`src/rtl/mswd_pkg.sv`:
```
// Shared types and constants of the motor stall vote watchdog.
`default_nettype none
package mswd_pkg;

	// Register indexes on the configuration port
	localparam logic [2:0] REG_ENABLE    = 3'd0;
	localparam logic [2:0] REG_STEPS     = 3'd1;
	localparam logic [2:0] REG_STALL_THR = 3'd2;
	localparam logic [2:0] REG_MIN_SPEED = 3'd3;
	localparam logic [2:0] REG_ARM_RUNS  = 3'd4;
	localparam logic [2:0] REG_TRIP_RUNS = 3'd5;

	localparam int unsigned PADDR_W = 5;

	// Register reset values
	localparam logic [15:0] STEPS_RESET     = 16'd3200;
	localparam logic [17:0] MIN_SPEED_RESET = 18'd3200;
	localparam logic [7:0]  ARM_RUNS_RESET  = 8'd5;
	localparam logic [3:0]  TRIP_RUNS_RESET = 4'd3;

	// floor(x / 10) for 16-bit x as (x * 0xCCCD) >> 19
	localparam logic [15:0] DIV10_MUL   = 16'hCCCD;
	localparam int unsigned DIV10_SHIFT = 19;

	localparam logic [3:0] BAD_MAX = 4'd15;

	// Depth of the queue between front and back
	localparam int unsigned QUEUE_DEPTH = 2;
	localparam int unsigned QPTR_W      = $clog2(QUEUE_DEPTH);
	localparam int unsigned QCNT_W      = $clog2(QUEUE_DEPTH + 1);

	typedef struct packed {
		logic        enable;
		logic [15:0] steps_per_rev;
		logic [9:0]  stall_threshold;
		logic [17:0] min_speed;
		logic [7:0]  arm_runs;
		logic [3:0]  trip_runs;
	} cfg_t;

	// One classified revolution, front to back
	typedef struct packed {
		logic        active;    // watchdog enabled when taken
		logic        first;     // baseline pulse, no judgement
		logic        below;     // under minimum speed
		logic        vote_period;
		logic        vote_steps;
		logic        vote_stall;
		logic [17:0] speed;
		logic [31:0] delta;
	} rev_t;

endpackage
`default_nettype wire

```
`src/rtl/mswd_if.sv`:
```
// Handshake channels for revolution samples and verdicts.
`default_nettype none
interface mswd_sample_if;
	logic               valid;
	logic               ready;
	logic signed [31:0] position;
	logic [15:0]        period_ms;
	logic [17:0]        speed;
	logic [9:0]         stall_reading;
	logic               profile_ok;
	logic [19:0]        expected_period;
	logic [19:0]        period_sigma;

	modport source (output valid, position, period_ms, speed, stall_reading, profile_ok,
		expected_period, period_sigma, input ready);
	modport sink (input valid, position, period_ms, speed, stall_reading, profile_ok,
		expected_period, period_sigma, output ready);
endinterface

interface mswd_verdict_if;
	logic               valid;
	logic               ready;
	logic               judged;
	logic               trip;
	logic               armed;
	logic               tripped;
	logic [2:0]         fault_code;
	logic [3:0]         bad_count;
	logic [7:0]         good_count;
	logic signed [31:0] step_delta;

	modport source (output valid, judged, trip, armed, tripped, fault_code, bad_count,
		good_count, step_delta, input ready);
	modport sink (input valid, judged, trip, armed, tripped, fault_code, bad_count,
		good_count, step_delta, output ready);
endinterface
`default_nettype wire

```
`src/rtl/motor_stall_vote_watchdog_unit.sv`:
```
// Top level of the motor stall vote watchdog.
//
// One sample enters on the sample channel per tacho revolution pulse; one verdict
// leaves on the verdict channel for every sample, in order. Both channels transfer
// when valid and ready are high at a rising edge of clk.
// The front end computes the step delta and the period, step and stall votes in the
// cycle of the transfer and writes the classified revolution into a two-entry queue.
// The back end pops it, updates arming, run counters and trip state and loads the
// verdict register when that register is empty or its verdict is being taken.
// Throughput is one sample per cycle while the receiver keeps verdict.ready high.
// When the receiver stalls the verdict register holds, the queue fills with two
// more samples and sample.ready then drops until the verdict is taken.
// The user must write the registers over the APB-style port (byte address 4 * index)
// only while the block is idle; the block does not enforce this. Writing enable
// restarts the baseline pulse; writing 0 also clears arming and the run counters.
// arst_n clears the queue, the verdict valid and all watchdog state at once; the
// registers return to their reset values. No clearing pass follows reset.
`default_nettype none
module motor_stall_vote_watchdog_unit
	import mswd_pkg::*;
#(
	parameter int unsigned POSITION_WIDTH   = 32,
	parameter int unsigned GOOD_COUNT_WIDTH = 8
) (
	input  wire logic               clk,
	input  wire logic               arst_n,
	input  wire logic               psel,
	input  wire logic               penable,
	input  wire logic               pwrite,
	input  wire logic [PADDR_W-1:0] paddr,
	input  wire logic [31:0]        pwdata,
	output logic      [31:0]        prdata,
	output logic                    pready,
	mswd_sample_if.sink    sample,
	mswd_verdict_if.source verdict
);

	cfg_t cfg;
	logic enable_wr;
	logic push;
	rev_t push_data;
	logic queue_full;
	logic not_empty;
	logic pop;
	rev_t head;

	mswd_cfg u_cfg (
		.clk       (clk),
		.arst_n    (arst_n),
		.psel      (psel),
		.penable   (penable),
		.pwrite    (pwrite),
		.paddr     (paddr),
		.pwdata    (pwdata),
		.prdata    (prdata),
		.pready    (pready),
		.cfg       (cfg),
		.enable_wr (enable_wr)
	);

	mswd_front #(
		.POSITION_WIDTH (POSITION_WIDTH)
	) u_front (
		.clk        (clk),
		.arst_n     (arst_n),
		.cfg        (cfg),
		.enable_wr  (enable_wr),
		.sample     (sample),
		.queue_full (queue_full),
		.push       (push),
		.push_data  (push_data)
	);

	mswd_queue u_queue (
		.clk       (clk),
		.arst_n    (arst_n),
		.push      (push),
		.push_data (push_data),
		.full      (queue_full),
		.not_empty (not_empty),
		.pop       (pop),
		.head      (head)
	);

	mswd_back #(
		.GOOD_COUNT_WIDTH (GOOD_COUNT_WIDTH)
	) u_back (
		.clk       (clk),
		.arst_n    (arst_n),
		.cfg       (cfg),
		.enable_wr (enable_wr),
		.not_empty (not_empty),
		.head      (head),
		.pop       (pop),
		.verdict   (verdict)
	);

endmodule
`default_nettype wire

```
`src/rtl/mswd_cfg.sv`:
```
// Configuration registers behind the APB-style port.
`default_nettype none
module mswd_cfg
	import mswd_pkg::*;
(
	input  wire logic               clk,
	input  wire logic               arst_n,
	input  wire logic               psel,
	input  wire logic               penable,
	input  wire logic               pwrite,
	input  wire logic [PADDR_W-1:0] paddr,
	input  wire logic [31:0]        pwdata,
	output logic      [31:0]        prdata,
	output logic                    pready,
	output cfg_t                    cfg,
	output logic                    enable_wr
);

	cfg_t        cfg_q;
	logic        wr_en;
	logic [2:0]  idx;

	assign pready = 1'b1;
	assign idx    = paddr[PADDR_W-1:2];
	assign wr_en  = psel & penable & pwrite;
	assign cfg    = cfg_q;
	assign enable_wr = wr_en && (idx == REG_ENABLE);

	// Write registers on the access cycle
	always_ff @(posedge clk or negedge arst_n) begin
		if (!arst_n) begin
			cfg_q.enable          <= 1'b0;
			cfg_q.steps_per_rev   <= STEPS_RESET;
			cfg_q.stall_threshold <= '0;
			cfg_q.min_speed       <= MIN_SPEED_RESET;
			cfg_q.arm_runs        <= ARM_RUNS_RESET;
			cfg_q.trip_runs       <= TRIP_RUNS_RESET;
		end else if (wr_en) begin
			case (idx)
				REG_ENABLE:    cfg_q.enable          <= pwdata[0];
				REG_STEPS:     cfg_q.steps_per_rev   <= pwdata[15:0];
				REG_STALL_THR: cfg_q.stall_threshold <= pwdata[9:0];
				REG_MIN_SPEED: cfg_q.min_speed       <= pwdata[17:0];
				REG_ARM_RUNS:  cfg_q.arm_runs        <= pwdata[7:0];
				REG_TRIP_RUNS: cfg_q.trip_runs       <= pwdata[3:0];
				default: ;
			endcase
		end
	end

	// Read back
	always_comb begin
		case (idx)
			REG_ENABLE:    prdata = 32'(cfg_q.enable);
			REG_STEPS:     prdata = 32'(cfg_q.steps_per_rev);
			REG_STALL_THR: prdata = 32'(cfg_q.stall_threshold);
			REG_MIN_SPEED: prdata = 32'(cfg_q.min_speed);
			REG_ARM_RUNS:  prdata = 32'(cfg_q.arm_runs);
			REG_TRIP_RUNS: prdata = 32'(cfg_q.trip_runs);
			default:       prdata = '0;
		endcase
	end

endmodule
`default_nettype wire

```
`src/rtl/mswd_front.sv`:
```
// Front end: takes samples, tracks position and casts the three votes.
`default_nettype none
module mswd_front
	import mswd_pkg::*;
#(
	parameter int unsigned POSITION_WIDTH = 32
) (
	input  wire logic clk,
	input  wire logic arst_n,
	input  wire cfg_t cfg,
	input  wire logic enable_wr,
	mswd_sample_if.sink sample,
	input  wire logic queue_full,
	output logic      push,
	output rev_t      push_data
);

	localparam int unsigned PW = POSITION_WIDTH;
	localparam int unsigned CW = (PW > 16) ? PW : 16;

	logic          first_q;
	logic [PW-1:0] last_pos_q;

	logic [PW-1:0] pos_w;
	logic [PW-1:0] delta;
	logic [PW-1:0] mag;
	logic [CW-1:0] mag_w;
	logic [CW-1:0] spr_w;
	logic [CW-1:0] step_err;
	logic [31:0]   div_prod;
	logic [CW-1:0] step_tol;
	logic [20:0]   period_x16;
	logic [20:0]   expected_w;
	logic [20:0]   period_err;
	logic [21:0]   period_tol;
	logic          vote_period;
	logic          vote_steps;
	logic          vote_stall;

	assign sample.ready = !queue_full;
	assign push         = sample.valid & !queue_full;

	// Position delta, wrapped to the position width
	assign pos_w = PW'(sample.position);
	assign delta = pos_w - last_pos_q;
	assign mag   = delta[PW-1] ? (~delta + 1'b1) : delta;

	// Step vote: | |delta| - steps_per_rev | > floor(steps_per_rev / 10)
	assign mag_w    = CW'(mag);
	assign spr_w    = CW'(cfg.steps_per_rev);
	assign step_err = (mag_w > spr_w) ? (mag_w - spr_w) : (spr_w - mag_w);
	assign div_prod = cfg.steps_per_rev * DIV10_MUL;
	assign step_tol = CW'(div_prod >> DIV10_SHIFT);
	assign vote_steps = (cfg.steps_per_rev != '0) && (step_err > step_tol);

	// Period vote: |16 * period - expected| > 3 * sigma
	assign period_x16 = {1'b0, sample.period_ms, 4'b0000};
	assign expected_w = {1'b0, sample.expected_period};
	assign period_err = (period_x16 > expected_w) ? (period_x16 - expected_w)
		: (expected_w - period_x16);
	assign period_tol = {2'b00, sample.period_sigma} + {1'b0, sample.period_sigma, 1'b0};
	assign vote_period = sample.profile_ok && ({1'b0, period_err} > period_tol);

	// Stall vote
	assign vote_stall = (cfg.stall_threshold != '0)
		&& (sample.stall_reading < cfg.stall_threshold);

	// Classify the sample for the back end
	always_comb begin
		push_data.active      = cfg.enable;
		push_data.first       = first_q;
		push_data.below       = sample.speed < cfg.min_speed;
		push_data.vote_period = vote_period;
		push_data.vote_steps  = vote_steps;
		push_data.vote_stall  = vote_stall;
		push_data.speed       = sample.speed;
		push_data.delta       = (cfg.enable && !first_q) ? 32'(delta) : '0;
	end

	// Hold baseline position; rearm first pulse on each enable write
	always_ff @(posedge clk or negedge arst_n) begin
		if (!arst_n) begin
			first_q    <= 1'b1;
			last_pos_q <= '0;
		end else if (enable_wr) begin
			first_q <= 1'b1;
		end else if (push && cfg.enable) begin
			first_q    <= 1'b0;
			last_pos_q <= pos_w;
		end
	end

endmodule
`default_nettype wire

```
`src/rtl/mswd_queue.sv`:
```
// Short queue of classified revolutions between front and back.
`default_nettype none
module mswd_queue
	import mswd_pkg::*;
(
	input  wire logic clk,
	input  wire logic arst_n,
	input  wire logic push,
	input  wire rev_t push_data,
	output logic      full,
	output logic      not_empty,
	input  wire logic pop,
	output rev_t      head
);

	rev_t              entries_q [QUEUE_DEPTH];
	logic [QPTR_W-1:0] wr_ptr_q;
	logic [QPTR_W-1:0] rd_ptr_q;
	logic [QCNT_W-1:0] count_q;

	assign full      = (count_q == QCNT_W'(QUEUE_DEPTH));
	assign not_empty = (count_q != '0);
	assign head      = entries_q[rd_ptr_q];

	// Store entries
	always_ff @(posedge clk) begin
		if (push) begin
			entries_q[wr_ptr_q] <= push_data;
		end
	end

	// Advance pointers and count
	always_ff @(posedge clk or negedge arst_n) begin
		if (!arst_n) begin
			wr_ptr_q <= '0;
			rd_ptr_q <= '0;
			count_q  <= '0;
		end else begin
			if (push) begin
				wr_ptr_q <= (wr_ptr_q == QPTR_W'(QUEUE_DEPTH - 1)) ? '0 : wr_ptr_q + 1'b1;
			end
			if (pop) begin
				rd_ptr_q <= (rd_ptr_q == QPTR_W'(QUEUE_DEPTH - 1)) ? '0 : rd_ptr_q + 1'b1;
			end
			if (push && !pop) begin
				count_q <= count_q + 1'b1;
			end else if (pop && !push) begin
				count_q <= count_q - 1'b1;
			end
		end
	end

endmodule
`default_nettype wire

```
`src/rtl/mswd_back.sv`:
```
// Back end: run counters, arming and trip decision, verdict register.
`default_nettype none
module mswd_back
	import mswd_pkg::*;
#(
	parameter int unsigned GOOD_COUNT_WIDTH = 8
) (
	input  wire logic clk,
	input  wire logic arst_n,
	input  wire cfg_t cfg,
	input  wire logic enable_wr,
	input  wire logic not_empty,
	input  wire rev_t head,
	output logic      pop,
	mswd_verdict_if.source verdict
);

	localparam int unsigned GW  = GOOD_COUNT_WIDTH;
	localparam int unsigned GW2 = (GW > 8) ? GW : 8;

	logic          armed_q;
	logic          tripped_q;
	logic [3:0]    bad_q;
	logic [GW-1:0] good_q;
	logic [17:0]   armed_speed_q;
	logic [2:0]    code_q;
	logic          valid_q;
	logic          enable_wr_q;

	logic          armed_n;
	logic          tripped_n;
	logic [3:0]    bad_n;
	logic [GW-1:0] good_n;
	logic [17:0]   armed_speed_n;
	logic [2:0]    code_n;
	logic          judged_n;
	logic          trip_n;

	logic [17:0]   speed_diff;
	logic [22:0]   speed_diff25;
	logic [22:0]   speed_tol;
	logic          drift;
	logic          bad_rev;

	assign pop = not_empty && (!valid_q || verdict.ready);

	// Speed drift: 25 * |speed - armed_speed| > 2 * armed_speed
	assign speed_diff = (head.speed > armed_speed_q) ? (head.speed - armed_speed_q)
		: (armed_speed_q - head.speed);
	assign speed_diff25 = {speed_diff, 4'b0000} + {1'b0, speed_diff, 3'b000}
		+ 23'(speed_diff);
	assign speed_tol = 23'({armed_speed_q, 1'b0});
	assign drift     = speed_diff25 > speed_tol;

	// Two of three votes
	assign bad_rev = (head.vote_period & head.vote_steps)
		| (head.vote_period & head.vote_stall)
		| (head.vote_steps & head.vote_stall);

	// Next state for the revolution at the head of the queue
	always_comb begin
		armed_n       = armed_q;
		tripped_n     = tripped_q;
		bad_n         = bad_q;
		good_n        = good_q;
		armed_speed_n = armed_speed_q;
		code_n        = code_q;
		judged_n      = 1'b0;
		trip_n        = 1'b0;
		if (head.active && !head.first) begin
			if (head.below) begin
				good_n = '0;
			end else begin
				judged_n = 1'b1;
				if (armed_n && drift) begin
					armed_n       = 1'b0;
					good_n        = '0;
					bad_n         = '0;
					armed_speed_n = '0;
				end
				if (bad_rev) begin
					if (armed_n) begin
						if (bad_n != BAD_MAX) begin
							bad_n = bad_n + 1'b1;
						end
						code_n = {head.vote_period, head.vote_steps, head.vote_stall};
						if (bad_n >= cfg.trip_runs) begin
							tripped_n = 1'b1;
							armed_n   = 1'b0;
							trip_n    = 1'b1;
						end
					end
					good_n = '0;
				end else begin
					bad_n = '0;
					if (good_n != '1) begin
						good_n = good_n + 1'b1;
					end
					if (!armed_n && (GW2'(good_n) >= GW2'(cfg.arm_runs))) begin
						armed_n       = 1'b1;
						tripped_n     = 1'b0;
						armed_speed_n = head.speed;
					end
				end
			end
		end
	end

	// Delay the enable write strobe so the new enable value is visible
	always_ff @(posedge clk or negedge arst_n) begin
		if (!arst_n) begin
			enable_wr_q <= 1'b0;
		end else begin
			enable_wr_q <= enable_wr;
		end
	end

	// Update watchdog state; clear runs and arming the cycle after enable is written to 0
	always_ff @(posedge clk or negedge arst_n) begin
		if (!arst_n) begin
			armed_q       <= 1'b0;
			tripped_q     <= 1'b0;
			bad_q         <= '0;
			good_q        <= '0;
			armed_speed_q <= '0;
			code_q        <= '0;
		end else if (enable_wr_q) begin
			if (!cfg.enable) begin
				armed_q <= 1'b0;
				good_q  <= '0;
				bad_q   <= '0;
			end
		end else if (pop) begin
			armed_q       <= armed_n;
			tripped_q     <= tripped_n;
			bad_q         <= bad_n;
			good_q        <= good_n;
			armed_speed_q <= armed_speed_n;
			code_q        <= code_n;
		end
	end

	// Verdict valid: set on pop, drop once taken
	always_ff @(posedge clk or negedge arst_n) begin
		if (!arst_n) begin
			valid_q <= 1'b0;
		end else if (pop) begin
			valid_q <= 1'b1;
		end else if (verdict.ready) begin
			valid_q <= 1'b0;
		end
	end

	// Verdict payload
	always_ff @(posedge clk) begin
		if (pop) begin
			verdict.judged     <= judged_n;
			verdict.trip       <= trip_n;
			verdict.armed      <= armed_n;
			verdict.tripped    <= tripped_n;
			verdict.fault_code <= code_n;
			verdict.bad_count  <= bad_n;
			verdict.good_count <= 8'(good_n);
			verdict.step_delta <= head.delta;
		end
	end

	assign verdict.valid = valid_q;

endmodule
`default_nettype wire
```
`src/flat_wrapper.sv`:
```
// flat-port wrapper written by rule: the top's interface ports become plain ports
module motor_stall_vote_watchdog_unit_flat import mswd_pkg::*;
#(
	parameter int unsigned POSITION_WIDTH   = 32,
	parameter int unsigned GOOD_COUNT_WIDTH = 8
)
  (clk, arst_n, psel, penable, pwrite, paddr, pwdata, prdata, pready, sample_valid, sample_position, sample_period_ms, sample_speed, sample_stall_reading, sample_profile_ok, sample_expected_period, sample_period_sigma, sample_ready, verdict_valid, verdict_judged, verdict_trip, verdict_armed, verdict_tripped, verdict_fault_code, verdict_bad_count, verdict_good_count, verdict_step_delta, verdict_ready);
  mswd_sample_if sample_i ();
  mswd_verdict_if verdict_i ();
  input  wire logic clk;
  input  wire logic arst_n;
  input  wire logic psel;
  input  wire logic penable;
  input  wire logic pwrite;
  input  wire logic [PADDR_W-1:0] paddr;
  input  wire logic [31:0] pwdata;
  output logic      [31:0] prdata;
  output logic pready;
  input wire logic [$bits(sample_i.valid)-1:0] sample_valid;
  input wire logic [$bits(sample_i.position)-1:0] sample_position;
  input wire logic [$bits(sample_i.period_ms)-1:0] sample_period_ms;
  input wire logic [$bits(sample_i.speed)-1:0] sample_speed;
  input wire logic [$bits(sample_i.stall_reading)-1:0] sample_stall_reading;
  input wire logic [$bits(sample_i.profile_ok)-1:0] sample_profile_ok;
  input wire logic [$bits(sample_i.expected_period)-1:0] sample_expected_period;
  input wire logic [$bits(sample_i.period_sigma)-1:0] sample_period_sigma;
  output wire logic [$bits(sample_i.ready)-1:0] sample_ready;
  output wire logic [$bits(verdict_i.valid)-1:0] verdict_valid;
  output wire logic [$bits(verdict_i.judged)-1:0] verdict_judged;
  output wire logic [$bits(verdict_i.trip)-1:0] verdict_trip;
  output wire logic [$bits(verdict_i.armed)-1:0] verdict_armed;
  output wire logic [$bits(verdict_i.tripped)-1:0] verdict_tripped;
  output wire logic [$bits(verdict_i.fault_code)-1:0] verdict_fault_code;
  output wire logic [$bits(verdict_i.bad_count)-1:0] verdict_bad_count;
  output wire logic [$bits(verdict_i.good_count)-1:0] verdict_good_count;
  output wire logic [$bits(verdict_i.step_delta)-1:0] verdict_step_delta;
  input wire logic [$bits(verdict_i.ready)-1:0] verdict_ready;
  assign sample_i.valid = sample_valid;
  assign sample_i.position = sample_position;
  assign sample_i.period_ms = sample_period_ms;
  assign sample_i.speed = sample_speed;
  assign sample_i.stall_reading = sample_stall_reading;
  assign sample_i.profile_ok = sample_profile_ok;
  assign sample_i.expected_period = sample_expected_period;
  assign sample_i.period_sigma = sample_period_sigma;
  assign sample_ready = sample_i.ready;
  assign verdict_valid = verdict_i.valid;
  assign verdict_judged = verdict_i.judged;
  assign verdict_trip = verdict_i.trip;
  assign verdict_armed = verdict_i.armed;
  assign verdict_tripped = verdict_i.tripped;
  assign verdict_fault_code = verdict_i.fault_code;
  assign verdict_bad_count = verdict_i.bad_count;
  assign verdict_good_count = verdict_i.good_count;
  assign verdict_step_delta = verdict_i.step_delta;
  assign verdict_i.ready = verdict_ready;
  motor_stall_vote_watchdog_unit #(.POSITION_WIDTH(POSITION_WIDTH), .GOOD_COUNT_WIDTH(GOOD_COUNT_WIDTH)) u_core (.clk(clk), .arst_n(arst_n), .psel(psel), .penable(penable), .pwrite(pwrite), .paddr(paddr), .pwdata(pwdata), .prdata(prdata), .pready(pready), .sample(sample_i), .verdict(verdict_i));
endmodule
```
`config.mk`:
```
export PLATFORM = sky130hd
export DESIGN_NAME = motor_stall_vote_watchdog_unit_flat
export DESIGN_NICKNAME = d
export VERILOG_FILES = /design/src/rtl/mswd_pkg.sv /design/src/rtl/mswd_if.sv /design/src/rtl/motor_stall_vote_watchdog_unit.sv /design/src/rtl/mswd_cfg.sv /design/src/rtl/mswd_front.sv /design/src/rtl/mswd_queue.sv /design/src/rtl/mswd_back.sv /design/src/flat_wrapper.sv
export SDC_FILE = /design/constraint.sdc
export NUM_CORES = 1
export LEC_CHECK = 0
export BUFFER_PORTS_ARGS = -buffer_cell sky130_fd_sc_hd__buf_4
export CORE_MARGIN = 4
export CORE_UTILIZATION = 56
export DETAILED_ROUTE_END_ITERATION = 8
export GPL_TIMING_DRIVEN = 0
export PLACE_DENSITY = 0.78
export SLEW_MARGIN = 30
export SYNTH_ARGS = -nofsm -noshare
export SYNTH_HDL_FRONTEND = slang
export SYNTH_HIERARCHICAL = 1
export SYNTH_SLANG_ARGS = --single-unit
```
`constraint.sdc`:
```
create_clock -name clk -period 11.4 [get_ports clk]
set_input_delay 1.14 -clock clk [delete_from_list [all_inputs] [get_ports clk]]
set_output_delay 1.14 -clock clk [all_outputs]
set_load 0.01 [all_outputs]
```
* After elaboration in Yosys (flattened, before gate mapping)
Memory sizes are Yosys's and may differ from the RTL's.
Cells that the tools add are included.
Widths: inputs -> output; s select.
** Word-level totals
- Memory bits (read-only) :: 0
- Word-level logic and storage cells :: 190
- Latch bits :: 0
- Register bits :: 182
- Input bits :: 161
- Bits in writable memories :: 112
- Memories :: 1
- Output and inout port bits :: 86
** Cells by class
- Add/sub/neg operators :: 17
- Multiplexer cells :: 71
- Divide/modulo/power cells :: 0
- Eq/ne operators :: 9
- Shift-type cells :: 0
- Magnitude comparators :: 10
- Reductions and logical operators :: 39
- Bitwise logic cells :: 15
- $mul :: 1
** Memory list
- u_core.u_queue.entries_q :: words 2, bits a word 56, rd ports 1, clocked after memory_dff 0, write ports 1, line mswd_queue.sv:16 : rev_t entries_q [QUEUE_DEPTH];
** Operators with widths (count)
- $pmux 18 s6 :: 1
- $mux 8 :: 13
- $mux 32 :: 3
- $mux 18 :: 4
- $mux 4 :: 15
- $sub 20x20->21 :: 2
- $sub 18x18->18 :: 2
- $add 32x1->32 const B :: 1
- $gt 32x13->1 :: 1
- $gt 32x16->1 :: 1
- $mul 16x16->32 const B :: 1
- $not 32->32 :: 1
- $sub 16x32->32 :: 1
- $sub 32x16->32 :: 1
- $sub 32x32->32 :: 1
- $mux 1 :: 28
- $add 22x21->23 :: 1
- $add 23x18->23 :: 1
- $gt 23x19->1 :: 1
- $add 20x21->22 :: 1
- $gt 21x22->1 :: 1
- $mux 21 :: 1
- $gt 20x20->1 :: 1
- $gt 18x18->1 :: 1
- other kinds (31) :: 78

* Longest topological paths before layout
Gate-level depths: netlist (run 1).
An unclocked memory read counts as a cell.
- Depth after elaboration :: 24
- Gate-level depth with buffers :: 56

* Modules after synthesis
Netlist (run 1), hierarchy kept.
** By module, submodules not included
- mswd_front :: times used 1, area each 14884.3 um^2, cells an instance 1896, sequential area each 827.0 um^2
- mswd_back :: times used 1, area each 7569.8 um^2, cells an instance 809, sequential area each 2457.4 um^2
- mswd_queue :: times used 1, area each 4350.4 um^2, cells an instance 190, sequential area each 3463.3 um^2
- mswd_cfg :: times used 1, area each 2792.7 um^2, cells an instance 204, sequential area each 1438.9 um^2

* Least setup slack after synthesis (run 1)
OpenSTA, ideal clock, no wires.
- Kind :: register to register
- Start :: register u_core.u_queue.rd_ptr_q
- End :: register u_core.u_back.armed_speed_q[10]
- Buffers on the path :: 7
- Data required time :: 11.279 ns
- Period minus slack after synthesis :: 11.055 ns
- Slack :: 0.345 ns
- Stages on the path, launching flop included :: 54
- Arrival :: 10.934 ns
- Path through :: dfrtp_1 > buf_2 > mux2_2 > inv_1 > ha_1 > inv_1 > fa_1 > a21oi_1 > o211ai_1 > a21oi_1 > a311oi_2 > a41oi_2 > buf_2 > mux2i_1 > o21ai_1 > a21oi_1 > xnor2_1 > fa_1 > (+18 left out) > ha_1 > clkbuf_1 > nand2_1 > or2_2 > nor2_1 > nand2_1 > mux2_1 > ha_1 > a21o_1 > a21o_1 > a21oi_1 > nor2b_1 > o21ai_0 > a21oi_1 > o211a_1 > buf_6 > buf_6 > a22o_1
** RTL lines
- start, declared :: line mswd_queue.sv:18 : logic [QPTR_W-1:0] rd_ptr_q;
- start signal, assigned :: line mswd_queue.sv:43 : rd_ptr_q <= (rd_ptr_q == QPTR_W'(QUEUE_DEPTH - 1)) ? '0 : rd_ptr_q + 1'b1;
- end signal, assigned :: line mswd_back.sv:138 : armed_speed_q <= armed_speed_n;
- end, declared :: line mswd_back.sv:25 : logic [17:0] armed_speed_q;

==> impl_metrics.env, run 1 <==
export IMPL_outcome="finished clean"
export IMPL_insertion_delay_ns=0.56
export IMPL_syn_to_final_growth_pct=14.53
export IMPL_fp_row_count=83
export IMPL_crit_type="register to register"
export IMPL_layout_drive_gt1_share_pct=17.86
export IMPL_drt_iter0_drc=1695
export IMPL_drt_pass1_iter_count=7
export IMPL_grt_max_degree=79
export IMPL_io_buffers=214
export IMPL_synth_seq_area_share_pct=27.66
export IMPL_vias=24660
export IMPL_skew_ns=0.02190
export IMPL_cp_top_family="compound AO/OA/AOI/OAI gates"
export IMPL_wl_um=88490
export IMPL_tritoncts="done"
export IMPL_ys_warn_count=6
export IMPL_grt_overflow=0
export IMPL_drc=0
export IMPL_end_kind="register"
export IMPL_cts_made_buffers=34
export IMPL_crit_fanout=10
export IMPL_worst_pin_slew_ns=1.037
export IMPL_pin_count=247
export IMPL_min_path_type="primary input to async pin"
export IMPL_cp_slowest_cell="or4b_4"
export IMPL_synth_edff_count=163
export IMPL_cp_arrival_ns=11.48
export IMPL_start_kind="register"
export IMPL_setup_viol=0
export IMPL_syn_area_um2=29600
export IMPL_start_util_pct=57.11
export IMPL_ant_nets=0
export IMPL_path_depth=50
export IMPL_hold_viol=0
export IMPL_routabilityCongestion=0.9550
export IMPL_viasPerCell=6.033
export IMPL_fin_crit_sh_pct=96.54
export IMPL_synthDistinctLibCells=106
export IMPL_wl_per_cell_um=21.65
export IMPL_h_tree_depth=2
export IMPL_grt_pass1_vias=24730
export IMPL_yosys_register_bits=294
export IMPL_die_h_um=237.9
export IMPL_antenna_found_initial=4
export IMPL_dieArea_um2=56590
export IMPL_nets=4047
export IMPL_cts_sinks=294
export IMPL_cap_violations=0
export IMPL_crit_buf_inv=9
export IMPL_hpwl_um=72020
export IMPL_cp_required_ns=11.88
export IMPL_slew_headroom_pct=30.33
export IMPL_r2r_cells=50
export IMPL_synthCells=3099
export IMPL_clock_path_buffers=3
export IMPL_cpMostUsedCell="a21o_1"
export IMPL_slowest_delay_ns=0.60
export IMPL_finalCriticalPeriod_ns=11.01
export IMPL_final_core_util_pct=65.41
export IMPL_root_buffer="clkbuf_16"
export IMPL_synth_area_per_cell_um2=9.551
export IMPL_synthFlopType="edfxtp_1"
export IMPL_coreArea_um2=51820
export IMPL_finalMaxSlewViolations=0
export IMPL_fmax_mhz=90.86
export IMPL_grt_pass1_wl_um=137000
export IMPL_async_reset_ff_share_pct=44.56
export IMPL_clk_pin_slew_worst_paths_ns=0.06
export IMPL_die_w_um=237.9
export IMPL_grt_use_total_pct=30.31
export IMPL_hold_buffers=0
==> state kept, by name (all words and copies together) (netlist names), 2 cells and up <==
register                          count
u_core/u_back/verdict.good_count      8
u_core/u_back/verdict.fault_code      3
u_core/u_front/last_pos_q            32
u_core/u_back/verdict.bad_count       4
u_core/u_back/armed_speed_q          18
u_core/u_queue/count_q                2
u_core/u_back/good_q                  8
u_core/u_back/verdict.step_delta     32
u_core/u_cfg/cfg                     57
u_core/u_back/bad_q                   4
u_core/u_back/code_q                  3
u_core/u_queue/entries_q            112
==> routing by layer <==
layer | track usage [%] | up-vias | part of all wire, %
met5 | 0 | - | 0
met4 | 10.16 | 0 | 3.6
met3 | 3.722 | 181 | 5.5
met2 | 53.22 | 831 | 50
met1 | 38.98 | 12120 | 41
li1 | - | 11530 | -
==> worst register-to-register path: cells and delay by family (launching register included) <==
family	cells	cell delay (ns)
AOI/OAI and AO/OA	20	3.68
xor gates and xnor gates	2	0.28
adders and majority gates	6	1.91
buffers and inverters	9	1.56
DFF	1	0.41
muxes	2	0.61
and+or+nand+nor	11	2.50
==> cells in the mapped netlist (7+ instances only) <==
cell type    n  area share, %
a21oi_1    213            3.6
nand2_1    155            2.0
o21a_1      23           0.58
nor2_1     173            2.2
o21ai_1      7           0.12
nand3_1     40           0.68
and3_1      23           0.49
or2_2       11           0.23
a31oi_1     19           0.40
nor4_1      15           0.32
xnor2_1    104            3.1
o211ai_1    20           0.51
a211oi_1    19           0.48
a22o_1      23           0.68
nand4_1     38           0.80
a22oi_1     10           0.25
buf_6        8           0.30
o21bai_1    49            1.2
o22ai_1     19           0.40
clkbuf_1    63           0.80
o41ai_1      8           0.24
o31ai_1     13           0.33
ha_1       410             17
buf_2       16           0.27
edfxtp_1   163             17
xor2_1      70            2.1
inv_1      388            4.9
mux2i_1     49            1.7
mux2_4      30            1.5
dfrtp_1    120             10
nor2b_1     48            1.0
fa_1        98            6.6
buf_4       41            1.0
nand2b_1    32           0.68
dfstp_2     11           0.98
nor3b_1      9           0.23
and2_1      20           0.42
o21ai_0    120            2.0
nor3_1      49           0.83
a21o_1     100            2.5
mux2_2      95            3.6
or3_1       14           0.30
==> path summary, 6_finish.rpt <==
kind	startpoint	to	slack (ns)
setup / recovery	u_core/u_queue/rd_ptr_q	u_core/u_back/armed_speed_q[15]	0.39
hold / removal	arst_n	u_core/u_back/armed_speed_q[4]	0.50
setup reg to reg	u_core/u_queue/rd_ptr_q	u_core/u_back/armed_speed_q[15]	0.39
hold reg to reg	u_core/u_queue/count_q[1]	u_core/u_queue/count_q[1]	0.50
max in group asynchronous	arst_n	u_core/u_cfg/cfg[1]	10.11
min in group clk	u_core/u_queue/count_q[1]	u_core/u_queue/count_q[1]	0.50
==> layout make-up <==
type,count,area [µm²]
multi-input combinational,2297,19600
fill,4213,17920
sequential,294,8188
timing repair buffer,240,1906
inverter,388,1459
clock buffer,46,947.2
tap,680,850.8
buffer,123,759.5
clock inverter,16,175.2
antenna,4,10.01
==> metrics by stage <==
step	cell area, µm²	worst slack (ns)	std cells	setup TNS [ns]	hold slack [ns]
global placement	32100	-1.987	4006	-42.29	0.4675
finish	33900	0.3944	4088	0	0.4962
floorplan	29650	0.3447	3112	0	0.4474
global route	33900	-0.01376	4088	-0.05232	0.5259
CTS	33600	0.004565	4072	0	0.4896
detailed placement	32260	-2.100	4012	-44.95	0.4785
==> cell families (layout without fill, tap and decap cells) <==
| group | count (synthesis) | after routing | share of synthesized area (%) |
|---|---|---|---|
| flops | 294 | 294 | 27.66 |
| buf+inv | 521 | 813 | 7.398 |
| mux | 176 | 176 | 6.908 |
| fa+ha+maj | 508 | 508 | 23.96 |
| other cells | 2 | 19 | 0.02537 |
| compound gates | 744 | 744 | 16.84 |
| simple gates | 680 | 680 | 12.06 |
| xor+xnor | 174 | 174 | 5.149 |
==> cell usage in the layout, fill, tap and decap left out, drive strengths merged, types with 54 or more instances in the layout <==
master  count
ha        410
inv       393
buf       310
a21oi     213
nor2      177
edfxtp    163
nand2     155
o21ai     128
mux2      126
dfrtp     120
xnor2     104
a21o      100
clkbuf     99
fa         98
xor2       70
nor3       54
==> repair_timing <==
action | CTS | global route
cloned | 0 | 0
resized for setup | 46 | 51
setup buffers | 6 | 14
pin swaps | 7 | 17
endpoints found under the setup margin | 29 | 24
endpoints found under the hold margin | 0 | 0
Power of run 1 is left out: the tool's default activity adds up to more than one toggle a clock period on the data nets, which glitch-free logic cannot reach.
==> run 2, diff against run 1 <==
--- a/config.mk
+++ b/config.mk
@@ -6,11 +6,13 @@
 export NUM_CORES = 1
 export LEC_CHECK = 0
 export BUFFER_PORTS_ARGS = -buffer_cell sky130_fd_sc_hd__buf_4
-export CORE_MARGIN = 4
-export CORE_UTILIZATION = 56
+export CELL_PAD_IN_SITES_DETAIL_PLACEMENT = 2
+export CELL_PAD_IN_SITES_GLOBAL_PLACEMENT = 2
+export CORE_UTILIZATION = 36
 export DETAILED_ROUTE_END_ITERATION = 8
 export GPL_TIMING_DRIVEN = 0
-export PLACE_DENSITY = 0.78
+export PLACE_DENSITY_LB_ADDON = 0.1
+export SETUP_SLACK_MARGIN = 0.2
 export SLEW_MARGIN = 30
 export SYNTH_ARGS = -nofsm -noshare
 export SYNTH_HDL_FRONTEND = slang
==> impl_metrics.env, run 2 (same netlist as run 1, synthesis figures left out) <==
export IMPL_outcome="finished clean"
export IMPL_rr_endpoint="u_core/u_back/armed_speed_q[15]"
export IMPL_die_h_um=288.7
export IMPL_nets=4093
export IMPL_crit_start="u_core/u_queue/rd_ptr_q"
export IMPL_coreArea_um2=80940
export IMPL_cp_slowest_cell="fa_1"
export IMPL_die_w_um=288.7
export IMPL_fmax_mhz=91.35
export IMPL_finalCriticalPeriod_ns=10.95
export IMPL_r2r_cells=54
export IMPL_regMostFlops="u_core/u_queue/entries_q"
export IMPL_insertion_delay_ns=0.56
export IMPL_start_util_pct=36.57
export IMPL_grt_use_total_pct=25.64
export IMPL_drt_pass1_iter_count=5
export IMPL_min_path_type="register to register"
export IMPL_whs_path_depth=1
export IMPL_cp_arrival_ns=11.38
export IMPL_slew_headroom_pct=35.25
export IMPL_ant_nets=0
export IMPL_final_cell_mix="ha_1, inv_1, buf_4, a21oi_1, nor2_1"
export IMPL_layout_drive_gt1_share_pct=20.17
export IMPL_largest_register_ffs=112
export IMPL_skew_ns=0.02827
export IMPL_hpwl_um=88260
export IMPL_fin_crit_sh_pct=96.03
export IMPL_clk_pin_slew_worst_paths_ns=0.07
export IMPL_clock_path_buffers=3
export IMPL_hold_path_end="u_core/u_queue/count_q[1]"
export IMPL_dpl_instance_area_um2=32770
export IMPL_dieArea_um2=83370
export IMPL_fp_row_count=104
export IMPL_syn_to_final_growth_pct=18.76
export IMPL_pin_count=247
export IMPL_r2r_slack_ns=0.45
export IMPL_cap_violations=0
export IMPL_setup_viol=0
export IMPL_end_kind="register"
export IMPL_cpMostUsedCell="a21o_1"
export IMPL_crit_fanout=10
export IMPL_grt_pass1_vias=28010
export IMPL_wl_um=108000
export IMPL_drc=0
export IMPL_finalSetupTns_ns=0
export IMPL_io_buffers=214
export IMPL_final_cells=4512
export IMPL_cp_required_ns=11.83
export IMPL_rsz0062_at_grt="false"
export IMPL_routabilityCongestion=0.9043
export IMPL_root_buffer="clkbuf_16"
export IMPL_grt_pass1_wl_um=165100
export IMPL_slowest_delay_ns=0.59
export IMPL_vias=24780
export IMPL_grt_max_degree=67
export IMPL_holdCritStartpoint="u_core/u_queue/count_q[1]"
export IMPL_start_kind="register"
export IMPL_cts_made_buffers=36
export IMPL_crit_type="register to register"
export IMPL_h_tree_depth=2
export IMPL_worst_pin_slew_ns=0.9644
export IMPL_tritoncts="done"
export IMPL_rr_startpoint="u_core/u_queue/rd_ptr_q"
export IMPL_final_common_cell="ha_1"
export IMPL_wl_per_cell_um=23.94
export IMPL_hold_viol=0
export IMPL_final_core_util_pct=43.43
export IMPL_fillers=8702
export IMPL_dp_cells=4392
export IMPL_cts_sinks=294
export IMPL_grt_overflow=0
export IMPL_viasPerCell=5.493
export IMPL_postLayoutCellArea_um2=35150
export IMPL_antenna_found_initial=2
export IMPL_finalMaxSlewViolations=0
export IMPL_drt_iter0_drc=957
-- run 2: changes by cell type in the layout (fill, tap and decap cells not counted), sizes merged --
cell	previous run	this run
clkinvlp	2	0
buf	310	348
inv	393	392
clkbuf	99	109
clkinv	7	9
diode	4	1
-- run 2: worst max-delay path by stage --
stage,to,slack (ns),cells past startpoint
floorplan,u_core/u_back/armed_speed_q[10],0.34,53
global placement,u_core/u_back/armed_speed_q[17],-2.36,53
detailed placement,u_core/u_back/armed_speed_q[15],-2.70,53
CTS,u_core/u_queue/entries_q[1][51],0.22,48
global route,u_core/u_back/armed_speed_q[17],0.08,54
finish,u_core/u_back/armed_speed_q[15],0.45,54
-- run 2: what timing repair did --
action | in CTS | in global routing
resized for setup | 126 | 82
setup buffers | 23 | 31
hold endpoints to repair | 0 | 0
pin swaps | 22 | 42
setup endpoints to repair | 42 | 24
hold buffers | 0 | 0
-- run 2: cell type report --
cell class / count / area (µm²) / share of cell area [%]
Timing Repair Buffer: 274 / 2185 / 6.215
Clock inverter: 15 / 162.7 / 0.4628
Tap cell: 1060 / 1326 / 3.773
Inverter: 388 / 1459 / 4.151
Clock buffer: 50 / 983.4 / 2.798
Buffer: 133 / 869.6 / 2.474
Multi-Input combinational cell: 2297 / 19970 / 56.82
Antenna cell: 1 / 2.502 / 0.007119
Sequential cell: 294 / 8188 / 23.29
-- run 2: stage by stage --
stage | hold WS, ns | setup WS, ns
floorplan | 0.4474 | 0.3447
global placement | 0.4684 | -2.359
detailed placement | 0.4718 | -2.697
CTS | 0.4876 | 0.2230
global route | 0.5317 | 0.07794
finish | 0.4852 | 0.4530
-- run 2: metal layers --
layer | wire (µm) | global-route usage, % | part of all wire (%)
met1 | 45840 | 31.20 | 42
met2 | 56330 | 47.76 | 52
met3 | 2685 | 2.180 | 2.5
met4 | 3125 | 7.237 | 2.9
met5 | 13 | 0 | 0.012
-- run 2: critical path, delay by kind of cell, from the launching register on --
kind                     cells  cell delay, ns
multiplexers                 3            0.89
adder cells (fa/ha/maj)      7            2.13
AO/OA/AOI/OAI               23            3.95
AND/OR/NAND/NOR              7            1.45
buffers and inverters       12            1.64
XOR/XNOR                     2            0.27
flip-flops                   1            0.46
Power of run 2 is left out for the same reason.
==> run 3, diff against run 2 <==
--- a/config.mk
+++ b/config.mk
@@ -9,6 +9,7 @@
 export CELL_PAD_IN_SITES_DETAIL_PLACEMENT = 2
 export CELL_PAD_IN_SITES_GLOBAL_PLACEMENT = 2
 export CORE_UTILIZATION = 36
+export CTS_BUF_LIST = sky130_fd_sc_hd__clkbuf_4
 export DETAILED_ROUTE_END_ITERATION = 8
 export GPL_TIMING_DRIVEN = 0
 export PLACE_DENSITY_LB_ADDON = 0.1
==> impl_metrics.env, run 3 (same netlist as run 1, synthesis figures left out) <==
export IMPL_coreArea_um2=80940
export IMPL_tritoncts="done"
export IMPL_start_util_pct=36.57
export IMPL_die_h_um=288.7
export IMPL_setup_viol=0
export IMPL_r2r_cells=55
export IMPL_finalCriticalPeriod_ns=11.04
export IMPL_r2r_slack_ns=0.36
export IMPL_grt_use_total_pct=25.68
export IMPL_routabilityCongestion=0.9043
export IMPL_postLayoutCellArea_um2=35090
export IMPL_final_common_cell="ha_1"
export IMPL_worst_pin_slew_ns=0.9761
export IMPL_wl_per_cell_um=23.55
export IMPL_start_kind="register"
export IMPL_cp_required_ns=12.10
export IMPL_clock_path_buffers=3
export IMPL_cap_violations=0
export IMPL_grt_pass1_wl_um=165000
export IMPL_end_kind="register"
export IMPL_fin_crit_sh_pct=96.82
export IMPL_finalSetupTns_ns=0
export IMPL_final_cell_mix="ha_1, inv_1, buf_4, a21oi_1, nor2_1"
export IMPL_dieArea_um2=83370
export IMPL_cp_arrival_ns=11.74
export IMPL_grt_max_degree=67
export IMPL_syn_to_final_growth_pct=18.58
export IMPL_antenna_found_initial=4
export IMPL_rr_endpoint="u_core/u_back/armed_speed_q[11]"
export IMPL_fp_row_count=104
export IMPL_regMostFlops="u_core/u_queue/entries_q"
export IMPL_cts_sinks=294
export IMPL_drt_iter0_drc=993
export IMPL_outcome="finished clean"
export IMPL_drt_pass1_iter_count=5
export IMPL_clk_pin_slew_worst_paths_ns=0.07
export IMPL_skew_ns=0.05254
export IMPL_final_core_util_pct=43.36
export IMPL_io_buffers=214
export IMPL_fmax_mhz=90.60
export IMPL_viasPerCell=5.459
export IMPL_min_path_type="primary input to async pin"
export IMPL_pin_count=247
export IMPL_final_cells=4607
export IMPL_cts_made_buffers=83
export IMPL_finalMaxSlewViolations=0
export IMPL_dp_cells=4392
export IMPL_layout_drive_gt1_share_pct=22.30
export IMPL_ant_nets=0
export IMPL_slowest_delay_ns=0.58
export IMPL_nets=4143
export IMPL_grt_pass1_vias=28370
export IMPL_insertion_delay_ns=0.84
export IMPL_die_w_um=288.7
export IMPL_hold_buffers=0
export IMPL_slew_headroom_pct=34.46
export IMPL_root_buffer="clkbuf_4"
export IMPL_wl_um=108500
export IMPL_grt_overflow=0
export IMPL_cp_slowest_cell="fa_1"
export IMPL_largest_register_ffs=112
export IMPL_hold_viol=0
export IMPL_vias=25150
export IMPL_crit_type="register to register"
export IMPL_hpwl_um=88260
export IMPL_drc=0
export IMPL_h_tree_depth=3
export IMPL_crit_fanout=10
export IMPL_rr_startpoint="u_core/u_queue/rd_ptr_q"
export IMPL_dpl_instance_area_um2=32770
[run 3: routing by layer]
metal,share of wire [%],global-route usage [%]
met5,0.012,0
met4,2.9,8.000
met3,3.1,3.049
met2,52,47.52
met1,42,30.69
[run 3: stage by stage]
step                worst slack [ns]  hold slack, ns
floorplan                     0.3447          0.4474
global placement              -2.359          0.4684
detailed placement            -2.697          0.4718
CTS                           0.2013          0.2455
global route                -0.01840          0.2430
finish                        0.3621          0.2542
[run 3: worst max-delay path, delay by kind of cell, from the launching register on]
| kind | cells | cell delay (ns) |
|---|---|---|
| xor gates and xnor gates | 2 | 0.35 |
| DFF | 1 | 0.45 |
| muxes | 3 | 0.96 |
| AOI/OAI and AO/OA | 19 | 3.29 |
| and+or+nand+nor | 11 | 1.97 |
| buffers and inverters | 13 | 1.73 |
| adders and majority gates | 7 | 2.16 |
[run 3: worst max-delay path by stage]
stage	from	end	slack, ns	cells after the start
2_1_floorplan	u_core/u_queue/rd_ptr_q	u_core/u_back/armed_speed_q[10]	0.34	53
6_report	u_core/u_queue/rd_ptr_q	u_core/u_back/armed_speed_q[11]	0.36	55
3_5_place_dp	u_core/u_queue/rd_ptr_q	u_core/u_back/armed_speed_q[15]	-2.70	53
5_1_grt	u_core/u_queue/rd_ptr_q	u_core/u_back/armed_speed_q[8]	-0.02	55
3_3_place_gp	u_core/u_queue/rd_ptr_q	u_core/u_back/armed_speed_q[17]	-2.36	53
4_1_cts	u_core/u_queue/rd_ptr_q	u_core/u_back/armed_speed_q[11]	0.20	53
[run 3: what timing repair did]
action	CTS	global route
pin swaps	17	51
gates cloned	0	0
endpoints found under the setup margin	41	24
resized for setup	106	103
buffers inserted	18	39
endpoints found under the hold margin	0	0
[run 3: final cells by class]
class	count	area (µm²)
repair buffers	277	2212
well taps	1060	1326
inverters	388	1459
plain buffers	133	879.6
fillers	8803	45840
multi-input cells	2297	19940
diodes	5	12.51
clock buffers	128	960.9
clock inverters	25	120.1
flip-flops and latches	294	8188
Power of run 3 is left out for the same reason.
